**src/rtl/core/vrt_pkg.sv**
```systemverilog
// ----------------------------------------------------------------------------
// vrt_pkg
// Shared types and constants for the voxel ray traversal block.
// ----------------------------------------------------------------------------
package vrt_pkg;

    // voxels per chunk edge (power of two)
    localparam int CHUNK_SHIFT = 4;
    localparam int CHUNK_EDGE  = 1 << CHUNK_SHIFT;

    localparam logic [31:0] DSAT = 32'hFFFF_FFFF;

    // result status codes
    localparam logic [1:0] ST_QUERY = 2'd0;
    localparam logic [1:0] ST_HIT   = 2'd1;
    localparam logic [1:0] ST_MISS  = 2'd2;
    localparam logic [1:0] ST_NOREQ = 2'd3;

    // request opcodes
    localparam logic OP_START = 1'b0;
    localparam logic OP_REPLY = 1'b1;

    // register indexes
    localparam logic [2:0] REG_ORG_X  = 3'd0;
    localparam logic [2:0] REG_ORG_Y  = 3'd1;
    localparam logic [2:0] REG_ORG_Z  = 3'd2;
    localparam logic [2:0] REG_SIZE_X = 3'd3;
    localparam logic [2:0] REG_SIZE_Y = 3'd4;
    localparam logic [2:0] REG_SIZE_Z = 3'd5;

    typedef struct packed {
        logic [2:0][15:0] org;
        logic [2:0][5:0]  size;
    } cfg_t;

    typedef struct packed {
        logic       load;       // latch start request, square directions
        logic       sum;        // sum of squares, start root
        logic       sqrt_step;
        logic       div_init;
        logic       div_step;
        logic       bound;
        logic       step;
        logic       out_load;
        logic [1:0] kind;
    } cmd_t;

    typedef struct packed {
        logic in_window;
        logic over_reach;
        logic exhausted;
        logic out_free;
    } stat_t;

endpackage

```
**src/rtl/core/vrt_ctrl.sv**
```systemverilog
// ----------------------------------------------------------------------------
// vrt_ctrl
// Sequencer: setup (root, divides, boundaries), stepping loop, result hand-off.
// ----------------------------------------------------------------------------
module vrt_ctrl import vrt_pkg::*; (
    input  logic  aclk,
    input  logic  aresetn,
    input  logic  s_valid,
    output logic  s_ready,
    input  logic  s_op,
    input  logic  s_is_opaque,
    output cmd_t  cmd,
    input  stat_t stat
);

    typedef enum logic [8:0] {
        S_IDLE  = 9'b000000001,
        S_SUM   = 9'b000000010,
        S_SQRT  = 9'b000000100,
        S_DIVI  = 9'b000001000,
        S_DIV   = 9'b000010000,
        S_BOUND = 9'b000100000,
        S_STEP  = 9'b001000000,
        S_CHECK = 9'b010000000,
        S_EMIT  = 9'b100000000
    } state_t;

    state_t     state_reg, state_next;
    logic [4:0] cnt_reg, cnt_next;
    logic       busy_reg, busy_next;
    logic [1:0] kind_reg, kind_next;
    logic       accept;

    assign s_ready = (state_reg == S_IDLE);
    assign accept  = s_valid && s_ready;

    always_comb begin
        state_next = state_reg;
        cnt_next   = cnt_reg;
        busy_next  = busy_reg;
        kind_next  = kind_reg;
        cmd        = '0;
        cmd.kind   = kind_reg;
        case (state_reg)
            S_IDLE: begin
                if (accept) begin
                    if (s_op == OP_START) begin
                        cmd.load   = 1'b1;
                        busy_next  = 1'b1;
                        state_next = S_SUM;
                    end else if (!busy_reg) begin
                        kind_next  = ST_NOREQ;
                        state_next = S_EMIT;
                    end else if (s_is_opaque) begin
                        kind_next  = ST_HIT;
                        busy_next  = 1'b0;
                        state_next = S_EMIT;
                    end else begin
                        state_next = S_STEP;
                    end
                end
            end
            S_SUM: begin
                cmd.sum    = 1'b1;
                cnt_next   = '0;
                state_next = S_SQRT;
            end
            S_SQRT: begin
                cmd.sqrt_step = 1'b1;
                cnt_next      = cnt_reg + 5'd1;
                if (cnt_reg == 5'd31) state_next = S_DIVI;
            end
            S_DIVI: begin
                cmd.div_init = 1'b1;
                cnt_next     = '0;
                state_next   = S_DIV;
            end
            S_DIV: begin
                cmd.div_step = 1'b1;
                cnt_next     = cnt_reg + 5'd1;
                if (cnt_reg == 5'd31) state_next = S_BOUND;
            end
            S_BOUND: begin
                cmd.bound  = 1'b1;
                state_next = S_STEP;
            end
            S_STEP: begin
                if (stat.exhausted) begin
                    kind_next  = ST_MISS;
                    busy_next  = 1'b0;
                    state_next = S_EMIT;
                end else begin
                    cmd.step   = 1'b1;
                    state_next = S_CHECK;
                end
            end
            S_CHECK: begin
                if (stat.over_reach) begin
                    kind_next  = ST_MISS;
                    busy_next  = 1'b0;
                    state_next = S_EMIT;
                end else if (stat.in_window) begin
                    kind_next  = ST_QUERY;
                    state_next = S_EMIT;
                end else begin
                    state_next = S_STEP;
                end
            end
            S_EMIT: begin
                if (stat.out_free) begin
                    cmd.out_load = 1'b1;
                    state_next   = S_IDLE;
                end
            end
            default: state_next = S_IDLE;
        endcase
    end

    always_ff @(posedge aclk) begin
        if (!aresetn) begin
            state_reg <= S_IDLE;
            cnt_reg   <= '0;
            busy_reg  <= 1'b0;
            kind_reg  <= ST_QUERY;
        end else begin
            state_reg <= state_next;
            cnt_reg   <= cnt_next;
            busy_reg  <= busy_next;
            kind_reg  <= kind_next;
        end
    end

endmodule

```
**config.mk**
```make
export PLATFORM = sky130hd
export DESIGN_NAME = vrt_ctrl
export DESIGN_NICKNAME = d
export VERILOG_FILES = /design/src/rtl/core/vrt_pkg.sv /design/src/rtl/core/vrt_ctrl.sv
export SDC_FILE = /design/constraint.sdc
export NUM_CORES = 1
export LEC_CHECK = 0
export BUFFER_PORTS_ARGS = -buffer_cell sky130_fd_sc_hd__buf_4
export CAP_MARGIN = 20
export CELL_PAD_IN_SITES_DETAIL_PLACEMENT = 1
export CELL_PAD_IN_SITES_GLOBAL_PLACEMENT = 2
export CORE_MARGIN = 8
export CORE_UTILIZATION = 33
export CTS_CLUSTER_SIZE = 24
export DETAILED_ROUTE_END_ITERATION = 10
export GPL_TIMING_DRIVEN = 0
export PLACE_DENSITY = 0.9
export RECOVER_POWER = 25
export SLEW_MARGIN = 0
export SYNTH_ARGS = -nofsm -noshare
export SYNTH_HDL_FRONTEND = slang
export SYNTH_SLANG_ARGS = --single-unit
```
**constraint.sdc**
```tcl
create_clock -name aclk -period 3.41 [get_ports aclk]
set_input_delay 0.1705 -clock aclk [delete_from_list [all_inputs] [get_ports aclk]]
set_output_delay 0.1705 -clock aclk [all_outputs]
set_load 0.01 [all_outputs]
```
Word-level counts from Yosys, hierarchy flattened

Cells that the tools add are included.

Flip-flop bits (word level): 17
Input bits: 9
Output and inout bits: 11
Logic and storage cells: 71

$add $sub $neg: 1
Equality and inequality tests: 19
Mux-type cells: 39
Reductions and logical operators: 8

Operators with widths:

| operator                                       | count |
|---|---|
| two-way mux 9 bit                              | 10 |
| one-hot mux 9 bit (9 select lines)             | 1 |
| two-way mux 1 bit                              | 18 |
| two-way mux 2 bit                              | 7 |
| != test 2 bit (second input constant)          | 5 |
| one-hot mux 5 bit (2 select lines)             | 1 |
| == test 9 x 1 -> 1 bit (second input constant) | 1 |
| == test 9 x 2 -> 1 bit (second input constant) | 1 |
| == test 9 x 3 -> 1 bit (second input constant) | 1 |
| == test 9 x 4 -> 1 bit (second input constant) | 1 |
| == test 9 x 5 -> 1 bit (second input constant) | 1 |
| == test 9 x 6 -> 1 bit (second input constant) | 1 |
| == test 9 x 7 -> 1 bit (second input constant) | 1 |
| == test 9 x 8 -> 1 bit (second input constant) | 1 |
| == test 9 bit (second input constant)          | 1 |
| AND reduction 4 bit                            | 2 |
| != test 3 bit (second input constant)          | 2 |
| one-hot mux 2 bit (3 select lines)             | 1 |
| AND reduction 6 bit                            | 1 |
| adder 5 x 1 -> 5 bit (second input constant)   | 1 |
| == test 5 bit (second input constant)          | 1 |
| != test 2 x 1 -> 1 bit (second input constant) | 2 |
| OR reduction 2 bit                             | 2 |
| one-hot mux 1 bit (3 select lines)             | 1 |
| other kinds (3)                                | 3 |

Logic depth before layout (Yosys ltp)

Depth after elaboration: 5
Mapped depth: 8

Worst setup path after synthesis

OpenSTA, ideal clock, no wires.

Kind: register to register
From: reg state_reg[5]
To: reg kind_reg[0]
Arrival time: 1.847 ns
Setup slack: 1.491 ns
Cell stages (with the launch flop): 6
Buffers on the path: 0
Period minus slack after synthesis: 1.919 ns
Path through: dfxtp_1 or4_4 or2_4 or4_4 nand3b_4 mux2i_1

Word-level cells in the longest chain between the ends: 4
Elaborated cells on any way between the ends: 12
Classes of those cells: 8 x eq/ne; 1 x mux; 3 x reduce/logical

RTL lines:

| item                             | RTL line                       | source |
|---|---|---|
| from (decl)                      | vrt_ctrl.sv:28                 | `state_t state_reg, state_next;` |
| from (signal assigned)           | vrt_ctrl.sv:126                | `state_reg <= state_next;` |
| == test 9 x 1 -> 1 bit           | vrt_ctrl.sv:34, vrt_ctrl.sv:44 |  |
| logical AND 1 bit                | vrt_ctrl.sv:35                 | `assign accept = s_valid && s_ready;` |
| != test 2 x 1 -> 1 bit (no line) | --                             |  |
| AND reduction 6 bit (no line)    | --                             |  |
| to (signal assigned)             | vrt_ctrl.sv:129                | `kind_reg <= kind_next;` |
| to (decl)                        | vrt_ctrl.sv:31                 | `logic [1:0] kind_reg, kind_next;` |

Parallel ways exist; a longest one is shown, timed or not.
A chain may end at the register's enable or synchronous reset.

==> results.txt <==
VDD IR max: 0.2382 mV
FF-to-FF End: kind_reg[0]$_SDFFE_PN0P_
Top Metal Used: met4
Tmin final: 2.192 ns
ANT nets after route: 0
CTS Buf Count: 3
CP peak stage delay: 0.42 ns
final cycle utilization of the critical path: 64.28%
Crit. Startpoint: state_reg[2]$_SDFFE_PN0P_
launching point of the worst reg2reg path: state_reg[5]$_SDFFE_PN0P_
Setup CP Type: flop to output port
status: complete, no violations
Max clock buf depth: 2
I/O pin count: 20
CP max-delay cell: or3_4
port bufs: 18
Initial Util: 33.92%
Worst-Skew Late Latency: 0.30 ns
count of final hold-check violations: 0
final net count: 158
GP Congestion: 0.7473
post-CTS setup buffer count: 0
maxcap violations: 0
met2 WL: 1.401 mm
PwrDens: 409.1 mW/mm^2
synthesized netlist cell count: 124
Rel. slew slack: 66.50%
core area: 0.003003 sq mm
die area: 0.005120 sq mm
CP Max Fanout: 9
Hold Crit Class: input port to flop
DRC: 0
cell family with most CP delay: simple AND/OR/NAND/NOR gates
Cell Area, Placed: 0.001195 sq mm
Critical Path End Type: output port
pin count of the biggest net entering global routing: 11
Crit path arrival time: 2.02 ns
post_cts resized: 0
Post-Layout Inst Area: 0.001215 sq mm
layout cell share with drive strength beyond 1: 17.81%
yosys warns: 0
dpl hpwl: 2.160 mm
clk root buf: clkbuf_4
global-route wire length before repair: 4.802 mm
clk_skew: 0.004786 ns
Netlist cell types: 41
gr usage total: 11.68%
synthesized area: 0.001018 sq mm
FP Rows: 20
R2R cell count: 5
buffer and inverter count on the worst path: 2
register area share after synthesis: 33.42%
WL met3: 99 microns
DR WL/cell: 15.53 microns
post-route setup TNS: 0 ns
synthesized area per cell: 8.214 sq um
vias after detailed routing: 987
CTS tree: done
Final Setup Violations: 0
Hold Buf Count CTS: 0
fmax: 456.2 MHz
Pleak: 0.0005262 uW
top_reg_cell synth: dfxtp_1
Synth async-reset ratio: 0%
CP required: 3.24 ns
DIE HEIGHT: 71.56 microns
DRT iter0 DRCs: 55
max reg flops: 9
vias in the first global route: 1054
clock transition at the registers of the reported paths: 0.11 ns
GRT overflow: 0
Startpoint Class: flop
die extent in x: 71.56 microns
H-tree levels: 1
area grow syn2layout: 19.29%
syn nets: 135
ANT cells: 0
reg2reg setup slack: 1.34 ns
Worst Max-Slew Pin Slew: 0.5024 ns
RSZ-0062 raised after global routing: no
synthesis-stage register bit count: 17
DRT Pass-1 Iters: 6
Post-Route WL: 2.779 mm
crit-path cells: buf_2 > or3_4 > nor3_1 > nand2_1 > nor3b_1 > buf_4
instance count on the critical path: 6
Slew Limit Fails: 0
vias per cell: 5.514
Metal-1 WL: 1.254 mm
Critical Path End: cmd[9]
clock sink total: 17
initial antenna violation count: 0
Post-synth EDFFs: 0
[worst reg2reg max path: cells and delay by family (launching register included)]
family / cells / cell delay, ns
AND/OR/NAND/NOR: 4 / 1.45
flip-flops: 1 / 0.38
multiplexers: 1 / 0.18
[cell type report]
| cell class | instances | area (sq um) |
|---|---|---|
| multi-input combinational | 96 | 635.6 |
| timing repair buffer | 18 | 127.6 |
| sequential | 17 | 340.3 |
| fill | 376 | 1788 |
| buffer | 7 | 27.53 |
| clock inverter | 1 | 5.005 |
| inverter | 4 | 15.01 |
| tap | 33 | 41.29 |
| clock buffer | 3 | 22.52 |
[report_power, final]
part	internal [uW]	switching (uW)	leakage, uW
logic	68.0	86.4	0.000370
clock network	43.7	73.0	0.0000177
registers	213	13.0	0.000138
total	325	172	0.000526
[layout by cell type (no fill, tap or decap), types with 4 or more instances in the layout]
| cell type | instances |
|---|---|
| and3_1 | 7 |
| buf_4 | 16 |
| clkbuf_1 | 8 |
| dfxtp_1 | 17 |
| inv_1 | 4 |
| nand2_1 | 12 |
| nand3_1 | 4 |
| nor2_1 | 9 |
| nor2b_1 | 6 |
| nor3_1 | 7 |
| nor4b_1 | 4 |
[routing by layer]
metal / global-route usage (%) / vias to the layer above
met5: 0 / -
met4: 2.721 / 0
met3: 4.184 / 2
met2: 20.31 / 11
met1: 13.25 / 479
li1: - / 495
[cell usage after synthesis (3+ instances only)]
master / n / area, sq um
dfxtp_1: 17 / 340.3
nand2_1: 12 / 45.04
nor2_1: 9 / 33.78
and3_1: 7 / 43.79
nor3_1: 7 / 35.03
clkbuf_1: 6 / 22.52
nor2b_1: 6 / 37.54
inv_1: 4 / 15.01
nand3_1: 4 / 20.02
nor4b_1: 4 / 35.03
a21oi_1: 3 / 15.01
nand3b_1: 3 / 22.52
nand4b_1: 3 / 26.28
nor3b_1: 3 / 22.52
[cell families (layout without fill, tap and decap cells)]
logic type,after synthesis,after routing,synth area share [%]
muxes,2,2,1.966
AOI/OAI and AO/OA,19,19,13.02
xor gates and xnor gates,3,3,2.580
DFF,17,17,33.42
adders and majority gates,2,2,2.457
buffers and inverters,11,33,4.176
and+or+nand+nor,70,70,42.38
[worst min path at each step]
stage                     depth (start not counted)                         to  startpoint  slack, ns
final                                             2  state_reg[1]$_SDFFE_PN0P_        s_op       0.05
after global routing                              2  state_reg[1]$_SDFFE_PN0P_        s_op       0.04
after CTS                                         2  state_reg[1]$_SDFFE_PN0P_        s_op       0.05
after detailed placement                          2  state_reg[1]$_SDFFE_PN0P_        s_op       0.38
after global placement                            2  state_reg[1]$_SDFFE_PN0P_        s_op       0.38
after floorplan                                   1  state_reg[1]$_SDFFE_PN0P_        s_op       0.25
[metrics by stage]
stage,cells,worst slack [ns],total power [uW],hold WS (ns),utilization (%)
after floorplan,124,1.491,334.5,0.2491,-
after global placement,175,1.395,383.4,0.3771,39.79
after detailed placement,175,1.366,390.5,0.3776,39.79
after CTS,179,1.196,508.2,0.04761,40.71
after global routing,179,0.9703,533.3,0.04195,40.46
final,179,1.218,497.0,0.05286,40.46
Note: power is estimated with default switching activity, not from simulation.
